[src/hw/rtl/csw_pkg.sv]
// ----------------------------------------------------------------------------
// csw_pkg
// Shared types and codes for the counting semaphore with waiter stack.
// ----------------------------------------------------------------------------
package csw_pkg;

  typedef enum logic {
    CMD_WAIT   = 1'b0,
    CMD_SIGNAL = 1'b1
  } csw_cmd_t;

  typedef enum logic [2:0] {
    ST_ACQUIRED = 3'd0,
    ST_BLOCKED  = 3'd1,
    ST_WOKE     = 3'd2,
    ST_RAISED   = 3'd3,
    ST_IGNORED  = 3'd4,
    ST_FULL     = 3'd5
  } csw_status_t;

  localparam int unsigned ID_W    = 4;
  localparam int unsigned CNT_W   = 16;

  typedef struct packed {
    csw_cmd_t          cmd;
    logic              task_present;
    logic [ID_W-1:0]   task_id;
  } csw_req_t;

  typedef struct packed {
    csw_status_t       status;
    logic [ID_W-1:0]   woken_task;
    logic [CNT_W-1:0]  count_now;
  } csw_rsp_t;

  typedef logic [CNT_W-1:0] csw_cfg_t;

  // stack requests from the control logic
  typedef struct packed {
    logic              clear;
    logic              push;
    logic              pop;
    logic [ID_W-1:0]   push_id;
  } csw_stack_ctl_t;

  // stack condition seen by the control logic
  typedef struct packed {
    logic              empty;
    logic              full;
    logic [ID_W-1:0]   top;
  } csw_stack_sts_t;

endpackage

[src/hw/rtl/csw_chan_if.sv]
// ----------------------------------------------------------------------------
// csw_chan_if
// Valid/ready channel carrying one payload per transaction.
// ----------------------------------------------------------------------------
interface csw_chan_if #(
  parameter type data_t = logic
);
  logic  valid;
  logic  ready;
  data_t data;

  modport source (output valid, output data, input ready);
  modport sink   (input valid, input data, output ready);
endinterface

[src/hw/rtl/counting_semaphore_waiter_stack.sv]
// ----------------------------------------------------------------------------
// counting_semaphore_waiter_stack
// Counting semaphore with a LIFO of blocked task ids.
// ----------------------------------------------------------------------------
// Channels:
//   req : wait/signal requests (cmd, task_present, task_id).
//   rsp : one result per request (status, woken_task, count_now).
//   cfg : write of initial_count; loads the count (saturated to COUNT_BITS)
//         and empties the waiter stack. Always ready; write only when idle.
// Path: a request accepted on req is captured in the input register, decided
// from it and registered into the output register that is shown on rsp.
// Throughput: one request per cycle while rsp is not held. The decision,
// count update and stack push/pop are combinational logic; the stack RAM
// is read one entry ahead so the new top is ready in the cycle after each
// push or pop. Stall: while rsp is held, the input register keeps one
// request and req drops ready; nothing is lost or repeated.
// Reset: count 0, stack empty, both registers empty.
// ----------------------------------------------------------------------------
module counting_semaphore_waiter_stack #(
  parameter int unsigned MAX_WAITERS = 16,
  parameter int unsigned COUNT_BITS  = 16
) (
  input  logic        clk,
  input  logic        rst,
  csw_chan_if.sink    req,
  csw_chan_if.source  rsp,
  csw_chan_if.sink    cfg
);
  import csw_pkg::*;

  localparam int unsigned CW = (COUNT_BITS > CNT_W) ? COUNT_BITS : CNT_W;
  localparam logic [COUNT_BITS-1:0] COUNT_MAX = {COUNT_BITS{1'b1}};

  logic            in_v;
  csw_req_t        in_d;
  logic            out_v;
  csw_rsp_t        out_d;
  logic            adv;

  logic [COUNT_BITS-1:0] sem_count;
  logic [COUNT_BITS-1:0] sem_count_next;
  logic [COUNT_BITS-1:0] cfg_count;
  csw_status_t           status;
  logic [ID_W-1:0]       woken;
  logic                  push;
  logic                  pop;

  csw_stack_ctl_t  stk_ctl;
  csw_stack_sts_t  stk_sts;

  assign adv       = in_v && (!out_v || rsp.ready);
  assign req.ready = !in_v || adv;
  assign cfg.ready = 1'b1;

  always_ff @(posedge clk) begin
    if (rst) begin
      in_v <= 1'b0;
    end else if (req.ready) begin
      in_v <= req.valid;
    end
  end

  always_ff @(posedge clk) begin
    if (req.valid && req.ready) begin
      in_d <= req.data;
    end
  end

  always_comb begin
    sem_count_next = sem_count;
    status         = ST_IGNORED;
    woken          = '0;
    push           = 1'b0;
    pop            = 1'b0;
    unique case (in_d.cmd)
      CMD_WAIT: begin
        priority if (!in_d.task_present) begin
          status = ST_IGNORED;
        end else if (sem_count != '0) begin
          sem_count_next = sem_count - COUNT_BITS'(1);
          status         = ST_ACQUIRED;
        end else if (stk_sts.full) begin
          status = ST_FULL;
        end else begin
          push   = 1'b1;
          status = ST_BLOCKED;
        end
      end
      CMD_SIGNAL: begin
        if (!stk_sts.empty) begin
          pop    = 1'b1;
          woken  = stk_sts.top;
          status = ST_WOKE;
        end else begin
          if (sem_count != COUNT_MAX) begin
            sem_count_next = sem_count + COUNT_BITS'(1);
          end
          status = ST_RAISED;
        end
      end
      default: begin
        status = ST_IGNORED;
      end
    endcase
  end

  // initial count saturates when COUNT_BITS is narrower than the cfg data
  assign cfg_count = (CW'(cfg.data) > CW'(COUNT_MAX)) ? COUNT_MAX
                                                      : COUNT_BITS'(cfg.data);

  assign stk_ctl.clear   = cfg.valid;
  assign stk_ctl.push    = push && adv;
  assign stk_ctl.pop     = pop && adv;
  assign stk_ctl.push_id = in_d.task_id;

  csw_stack #(
    .MAX_WAITERS (MAX_WAITERS)
  ) u_stack (
    .clk (clk),
    .rst (rst),
    .ctl (stk_ctl),
    .sts (stk_sts)
  );

  always_ff @(posedge clk) begin
    if (rst) begin
      sem_count <= '0;
    end else if (cfg.valid) begin
      sem_count <= cfg_count;
    end else if (adv) begin
      sem_count <= sem_count_next;
    end
  end

  always_ff @(posedge clk) begin
    if (rst) begin
      out_v <= 1'b0;
    end else if (adv) begin
      out_v <= 1'b1;
    end else if (rsp.ready) begin
      out_v <= 1'b0;
    end
  end

  always_ff @(posedge clk) begin
    if (adv) begin
      out_d.status     <= status;
      out_d.woken_task <= woken;
      out_d.count_now  <= CNT_W'(sem_count_next);
    end
  end

  assign rsp.valid = out_v;
  assign rsp.data  = out_d;

  a_hold_stall: assert property (@(posedge clk) disable iff (rst)
    out_v && !rsp.ready |=> out_v && $stable(out_d))
    else $error("result changed while stalled");

  a_in_blocked: assert property (@(posedge clk) disable iff (rst)
    in_v && out_v && !rsp.ready |-> !req.ready)
    else $error("request taken with no room");

  a_woke_id: assert property (@(posedge clk) disable iff (rst)
    adv && status != ST_WOKE |=> out_d.woken_task == '0)
    else $error("woken id set without a wake");

endmodule

[src/hw/rtl/csw_ram.sv]
// ----------------------------------------------------------------------------
// csw_ram
// Simple dual-port RAM, one write and one registered read port.
// ----------------------------------------------------------------------------
module csw_ram #(
  parameter int unsigned WIDTH = 4,
  parameter int unsigned DEPTH = 16,
  localparam int unsigned AW   = (DEPTH > 1) ? $clog2(DEPTH) : 1
) (
  input  logic             clk,
  input  logic             we,
  input  logic [AW-1:0]    waddr,
  input  logic [WIDTH-1:0] wdata,
  input  logic [AW-1:0]    raddr,
  output logic [WIDTH-1:0] rdata
);

  logic [WIDTH-1:0] mem [DEPTH];

  always_ff @(posedge clk) begin
    if (we) begin
      mem[waddr] <= wdata;
    end
    rdata <= mem[raddr];
  end

endmodule

[src/hw/rtl/csw_stack.sv]
// ----------------------------------------------------------------------------
// csw_stack
// LIFO of waiter ids: depth counter, RAM and a top-of-stack view that is
// ready in the cycle after any push or pop.
// ----------------------------------------------------------------------------
module csw_stack #(
  parameter int unsigned MAX_WAITERS = 16
) (
  input  logic                     clk,
  input  logic                     rst,
  input  csw_pkg::csw_stack_ctl_t  ctl,
  output csw_pkg::csw_stack_sts_t  sts
);
  import csw_pkg::*;

  localparam int unsigned DW = $clog2(MAX_WAITERS + 1);
  localparam int unsigned AW = (MAX_WAITERS > 1) ? $clog2(MAX_WAITERS) : 1;

  logic [DW-1:0]   depth;
  logic [DW-1:0]   depth_next;
  logic [DW-1:0]   below_next;
  logic [ID_W-1:0] rd_data;
  logic [ID_W-1:0] byp_id;
  logic            use_byp;

  always_comb begin
    depth_next = depth;
    priority if (ctl.clear) begin
      depth_next = '0;
    end else if (ctl.push) begin
      depth_next = depth + DW'(1);
    end else if (ctl.pop) begin
      depth_next = depth - DW'(1);
    end
  end

  // read ahead at the entry that will be on top next cycle
  assign below_next = depth_next - DW'(1);

  csw_ram #(
    .WIDTH (ID_W),
    .DEPTH (MAX_WAITERS)
  ) u_ram (
    .clk   (clk),
    .we    (ctl.push && !ctl.clear),
    .waddr (depth[AW-1:0]),
    .wdata (ctl.push_id),
    .raddr (below_next[AW-1:0]),
    .rdata (rd_data)
  );

  always_ff @(posedge clk) begin
    if (rst) begin
      depth   <= '0;
      use_byp <= 1'b0;
    end else begin
      depth   <= depth_next;
      use_byp <= ctl.push && !ctl.clear;
    end
  end

  // RAM reads old data when its address is written, so a fresh push is bypassed
  always_ff @(posedge clk) begin
    byp_id <= ctl.push_id;
  end

  assign sts.empty = (depth == '0);
  assign sts.full  = (depth == DW'(MAX_WAITERS));
  assign sts.top   = use_byp ? byp_id : rd_data;

  a_depth_bound: assert property (@(posedge clk) disable iff (rst)
    depth <= DW'(MAX_WAITERS))
    else $error("waiter depth beyond capacity");

  a_push_top: assert property (@(posedge clk) disable iff (rst)
    ctl.push && !ctl.clear |=> sts.top == $past(ctl.push_id))
    else $error("pushed id not on top");

  a_pop_depth: assert property (@(posedge clk) disable iff (rst)
    ctl.pop && !ctl.push && !ctl.clear |=> depth == $past(depth) - DW'(1))
    else $error("pop did not lower depth");

  a_no_overrun: assert property (@(posedge clk) disable iff (rst)
    !(ctl.push && sts.full) && !(ctl.pop && sts.empty))
    else $error("push when full or pop when empty");

endmodule
[src/flat_wrapper.sv]
// flat-port wrapper written by rule: the top's interface ports become plain ports
module counting_semaphore_waiter_stack_flat import csw_pkg::*;
#(
  parameter int unsigned MAX_WAITERS = 16,
  parameter int unsigned COUNT_BITS  = 16
)
  (clk, rst, req_valid, req_data, req_ready, rsp_valid, rsp_data, rsp_ready, cfg_valid, cfg_data, cfg_ready);
  csw_chan_if req_i ();
  csw_chan_if rsp_i ();
  csw_chan_if cfg_i ();
  input  logic clk;
  input  logic rst;
  input wire logic [$bits(req_i.valid)-1:0] req_valid;
  input wire logic [$bits(req_i.data)-1:0] req_data;
  output wire logic [$bits(req_i.ready)-1:0] req_ready;
  output wire logic [$bits(rsp_i.valid)-1:0] rsp_valid;
  output wire logic [$bits(rsp_i.data)-1:0] rsp_data;
  input wire logic [$bits(rsp_i.ready)-1:0] rsp_ready;
  input wire logic [$bits(cfg_i.valid)-1:0] cfg_valid;
  input wire logic [$bits(cfg_i.data)-1:0] cfg_data;
  output wire logic [$bits(cfg_i.ready)-1:0] cfg_ready;
  assign req_i.valid = req_valid;
  assign req_i.data = req_data;
  assign req_ready = req_i.ready;
  assign rsp_valid = rsp_i.valid;
  assign rsp_data = rsp_i.data;
  assign rsp_i.ready = rsp_ready;
  assign cfg_i.valid = cfg_valid;
  assign cfg_i.data = cfg_data;
  assign cfg_ready = cfg_i.ready;
  counting_semaphore_waiter_stack #(.MAX_WAITERS(MAX_WAITERS), .COUNT_BITS(COUNT_BITS)) u_core (.clk(clk), .rst(rst), .req(req_i), .rsp(rsp_i), .cfg(cfg_i));
endmodule
[config.mk]
export PLATFORM = sky130hd
export DESIGN_NAME = counting_semaphore_waiter_stack_flat
export DESIGN_NICKNAME = d
export VERILOG_FILES = /design/src/hw/rtl/csw_pkg.sv /design/src/hw/rtl/csw_chan_if.sv /design/src/hw/rtl/counting_semaphore_waiter_stack.sv /design/src/hw/rtl/csw_ram.sv /design/src/hw/rtl/csw_stack.sv /design/src/flat_wrapper.sv
export SDC_FILE = /design/constraint.sdc
export NUM_CORES = 1
export LEC_CHECK = 0
export BUFFER_PORTS_ARGS = -buffer_cell sky130_fd_sc_hd__buf_2
export CORE_AREA = 2 2 39 41
export CTS_CLUSTER_SIZE = 25
export DETAILED_ROUTE_END_ITERATION = 6
export DIE_AREA = 0 0 41 43
export GPL_TIMING_DRIVEN = 0
export HOLD_SLACK_MARGIN = 0.05
export SYNTH_ARGS = -nofsm -noshare
export SYNTH_HDL_FRONTEND = slang
export SYNTH_HIERARCHICAL = 1
export SYNTH_SLANG_ARGS = --single-unit
[constraint.sdc]
create_clock -name clk -period 2.1 [get_ports clk]
set_clock_uncertainty 0.15 [all_clocks]
set_input_delay 0.42 -clock clk [delete_from_list [all_inputs] [get_ports clk]]
set_output_delay 0.42 -clock clk [all_outputs]
set_load 0.01 [all_outputs]
==> run_results.csv <==
group,metric,value,unit
synthesis,syn_avg_cell_area,11.3,um2
worst_setup_path,worstSetupPathType,"register to primary output",
synthesis,synthesis.area,169,um2
timing,drv_slew,0,
global_routing,grt_overflow_total,0,
min_path,min_to,"u_core/in_v",
power_and_ir_drop,ir_drop,0.114,mV
floorplanning,die-area,1760,um2
cells_and_area,final_cell_mix,"buf_2, clkbuf_4, dfxtp_1, inv_1",
clock_tree,cts_tree,"built",
detailed_routing,drc_errors,0,
min_path,min_from,"rst",
cells_and_area,fillCellCount,164,
power_and_ir_drop,leakagePower,0.136,nW
global_routing,grt_max_degree,4,
detailed_routing,detail-route-antenna-nets,0,
place,portBuffers,8,
run_status,status,"finished, final reports clean",
timing,period_share,0.678,
detailed_routing,avgViaCountPerCell,3.09,
cells_and_area,syn_to_final_growth,51.1,%
clock_tree,cts_buffers,3,
floorplanning,chipWidth,41,um
worst_setup_path,start_kind,"register",
clock_tree,cts.sinks,4,
detailed_routing,post_drt_wl_per_cell,6.91,um
synthesis,synth-seq-area-share,0.533,
detailed_routing,drt_wl_total,297,um
place,placed_cells,39,
clock_tree,cts.path.max_buffers,2,
worst_setup_path,r2r.worst_path.cells,2,
place,placed_area,229,um2
run,max-cap-violations,0,
floorplanning,rows,14,
worst_setup_path,rr_startpoint,"u_core/rsp.valid",
clock_tree,cts.reportedPaths.clkPinSlew,40,ps
cells_and_area,layout-drive-gt1-share,0.519,
cells_and_area,multi_input_area,63.8,um2
timing,rsz0062_at_grt,"false",
place,gp_congestion,0.564,
power_and_ir_drop,finalPower,0.210,mW
timing,tns,0,ps
worst_setup_path,r2r_end,"u_core/rsp.data",
global_routing,grt_pass1_wl,407,um
clock_tree,post-cts-setup-buffer-count,0,
worst_setup_path,required,1530,ps
power_and_ir_drop,power_density,824,nW/um2
detailed_routing,firstDrtPassIters,2,
timing,timing.hold.ws,229,ps
synthesis,synthCells,15,
worst_setup_path,path_max_fanout,3,
floorplanning,chipHeight,43,um
global_routing,grt_pass1_vias,127,
clock_tree,ctsResizeCount,0,
timing,hold_viol_final,0,
detailed_routing,dr.first_iter.drc_count,1,
cells_and_area,final_common_cell,"buf_2",
cells_and_area,final_cells,43,
floorplanning,initial_core_util,0.122,
clock_tree,cts_root_buffer,"clkbuf_4",
cells_and_area,design_area,255,um2
clock_tree,clk_latency,230,ps
worst_setup_path,worstPathArrival,850,ps
detailed_routing,num_vias,133,
clock_tree,h-tree-depth,1,
timing,min_period,1420,ps
global_routing,gr-usage-all-layers,0.0433,
global_routing,antenna_found_initial,0,
floorplanning,ios,11,
cells_and_area,antennaDiodeCount,0,
synthesis,ys_ff_latch,4,
timing,finalSetupViolations,0,
min_path,min_path_type,"input pin to register",
worst_setup_path,crit_path_end_kind,"primary output",
timing,timing.fmax,702,MHz
synthesis,yosysWarnings,6,
cells_and_area,final_nets,35,
floorplanning,core,1380,um2
synthesis,yosys.cell_types.count,12,
cells_and_area,seq_area,90.1,um2
clock_tree,postCtsHoldBufs,0,
worst_setup_path,r2r_setup_slack,1090,ps
synthesis,syn_nets,22,
min_path,min_path_cells,2,
layer usage:
| metal | GRT usage | wire length (um) | vias to the layer above |
|---|---|---|---|
| li1 | - | - | 68 |
| met1 | 0.0291 | 102 | 59 |
| met2 | 0.0500 | 151 | 6 |
| met3 | 0.0471 | 43 | 0 |
| met4 | 0.0600 | 0 | 0 |
| met5 | 0 | 0 | - |
registers in the layout (all words and copies together) (netlist names):
register          count
u_core/rsp.data       1
u_core/rsp.valid      1
u_core/in_v           1
u_core/sem_count      1
cell usage after synthesis:
cell type | number | area share
a21oi_1 | 1 | 0.030
a21oi_2 | 1 | 0.052
and2_1 | 1 | 0.037
buf_4 | 1 | 0.044
conb_1 | 1 | 0.022
dfxtp_1 | 3 | 0.36
edfxtp_1 | 1 | 0.18
inv_1 | 2 | 0.044
mux2i_1 | 1 | 0.059
nand2b_1 | 1 | 0.037
nand3b_4 | 1 | 0.12
nor2_1 | 1 | 0.022
power by group:
part / internal [mW] / leakage [nW] / switching [mW]
clock network: 0.0714 / 0.0150 / 0.0336
registers: 0.0840 / 0.0343 / 0.00312
logic: 0.0103 / 0.0865 / 0.00779
kinds of logic after synthesis:
family	count (synthesis)	share of synthesized area
other cells	1	0.0222
simple gates	4	0.215
compound gates	2	0.0815
flops	4	0.533
mux	1	0.0593
buf+inv	3	0.0889
worst max-delay path, cell delays in order (launching register included):
cell and delay (ps):
dfxtp_1 380, nand3b_4 90, buf_2 140
through the flow:
step	utilization	setup WS [ps]
after floorplan	-	956
after global placement	0.165	713
after detailed placement	0.165	709
after CTS	0.184	656
after global routing	0.184	639
final	0.184	676
area by class of cell:
cell class | count | share of cell area
Tap cell | 16 | 0.0784
Timing Repair Buffer | 8 | 0.157
Inverter | 2 | 0.0294
Clock buffer | 4 | 0.103
Buffer | 1 | 0.0294
Sequential cell | 4 | 0.353
Multi-Input combinational cell | 8 | 0.250
how the worst max path moves through the flow:
stage	start	end	slack, ps	depth (start not counted)
detailed placement	rsp_ready	req_ready	710	3
global route	u_core/rsp.valid	req_ready	640	2
floorplan	rsp_ready	req_ready	960	1
global placement	rsp_ready	req_ready	710	3
CTS	u_core/rsp.valid	req_ready	660	2
finish	u_core/rsp.valid	req_ready	680	2
No activity file was read; power rests on OpenSTA's default activity.
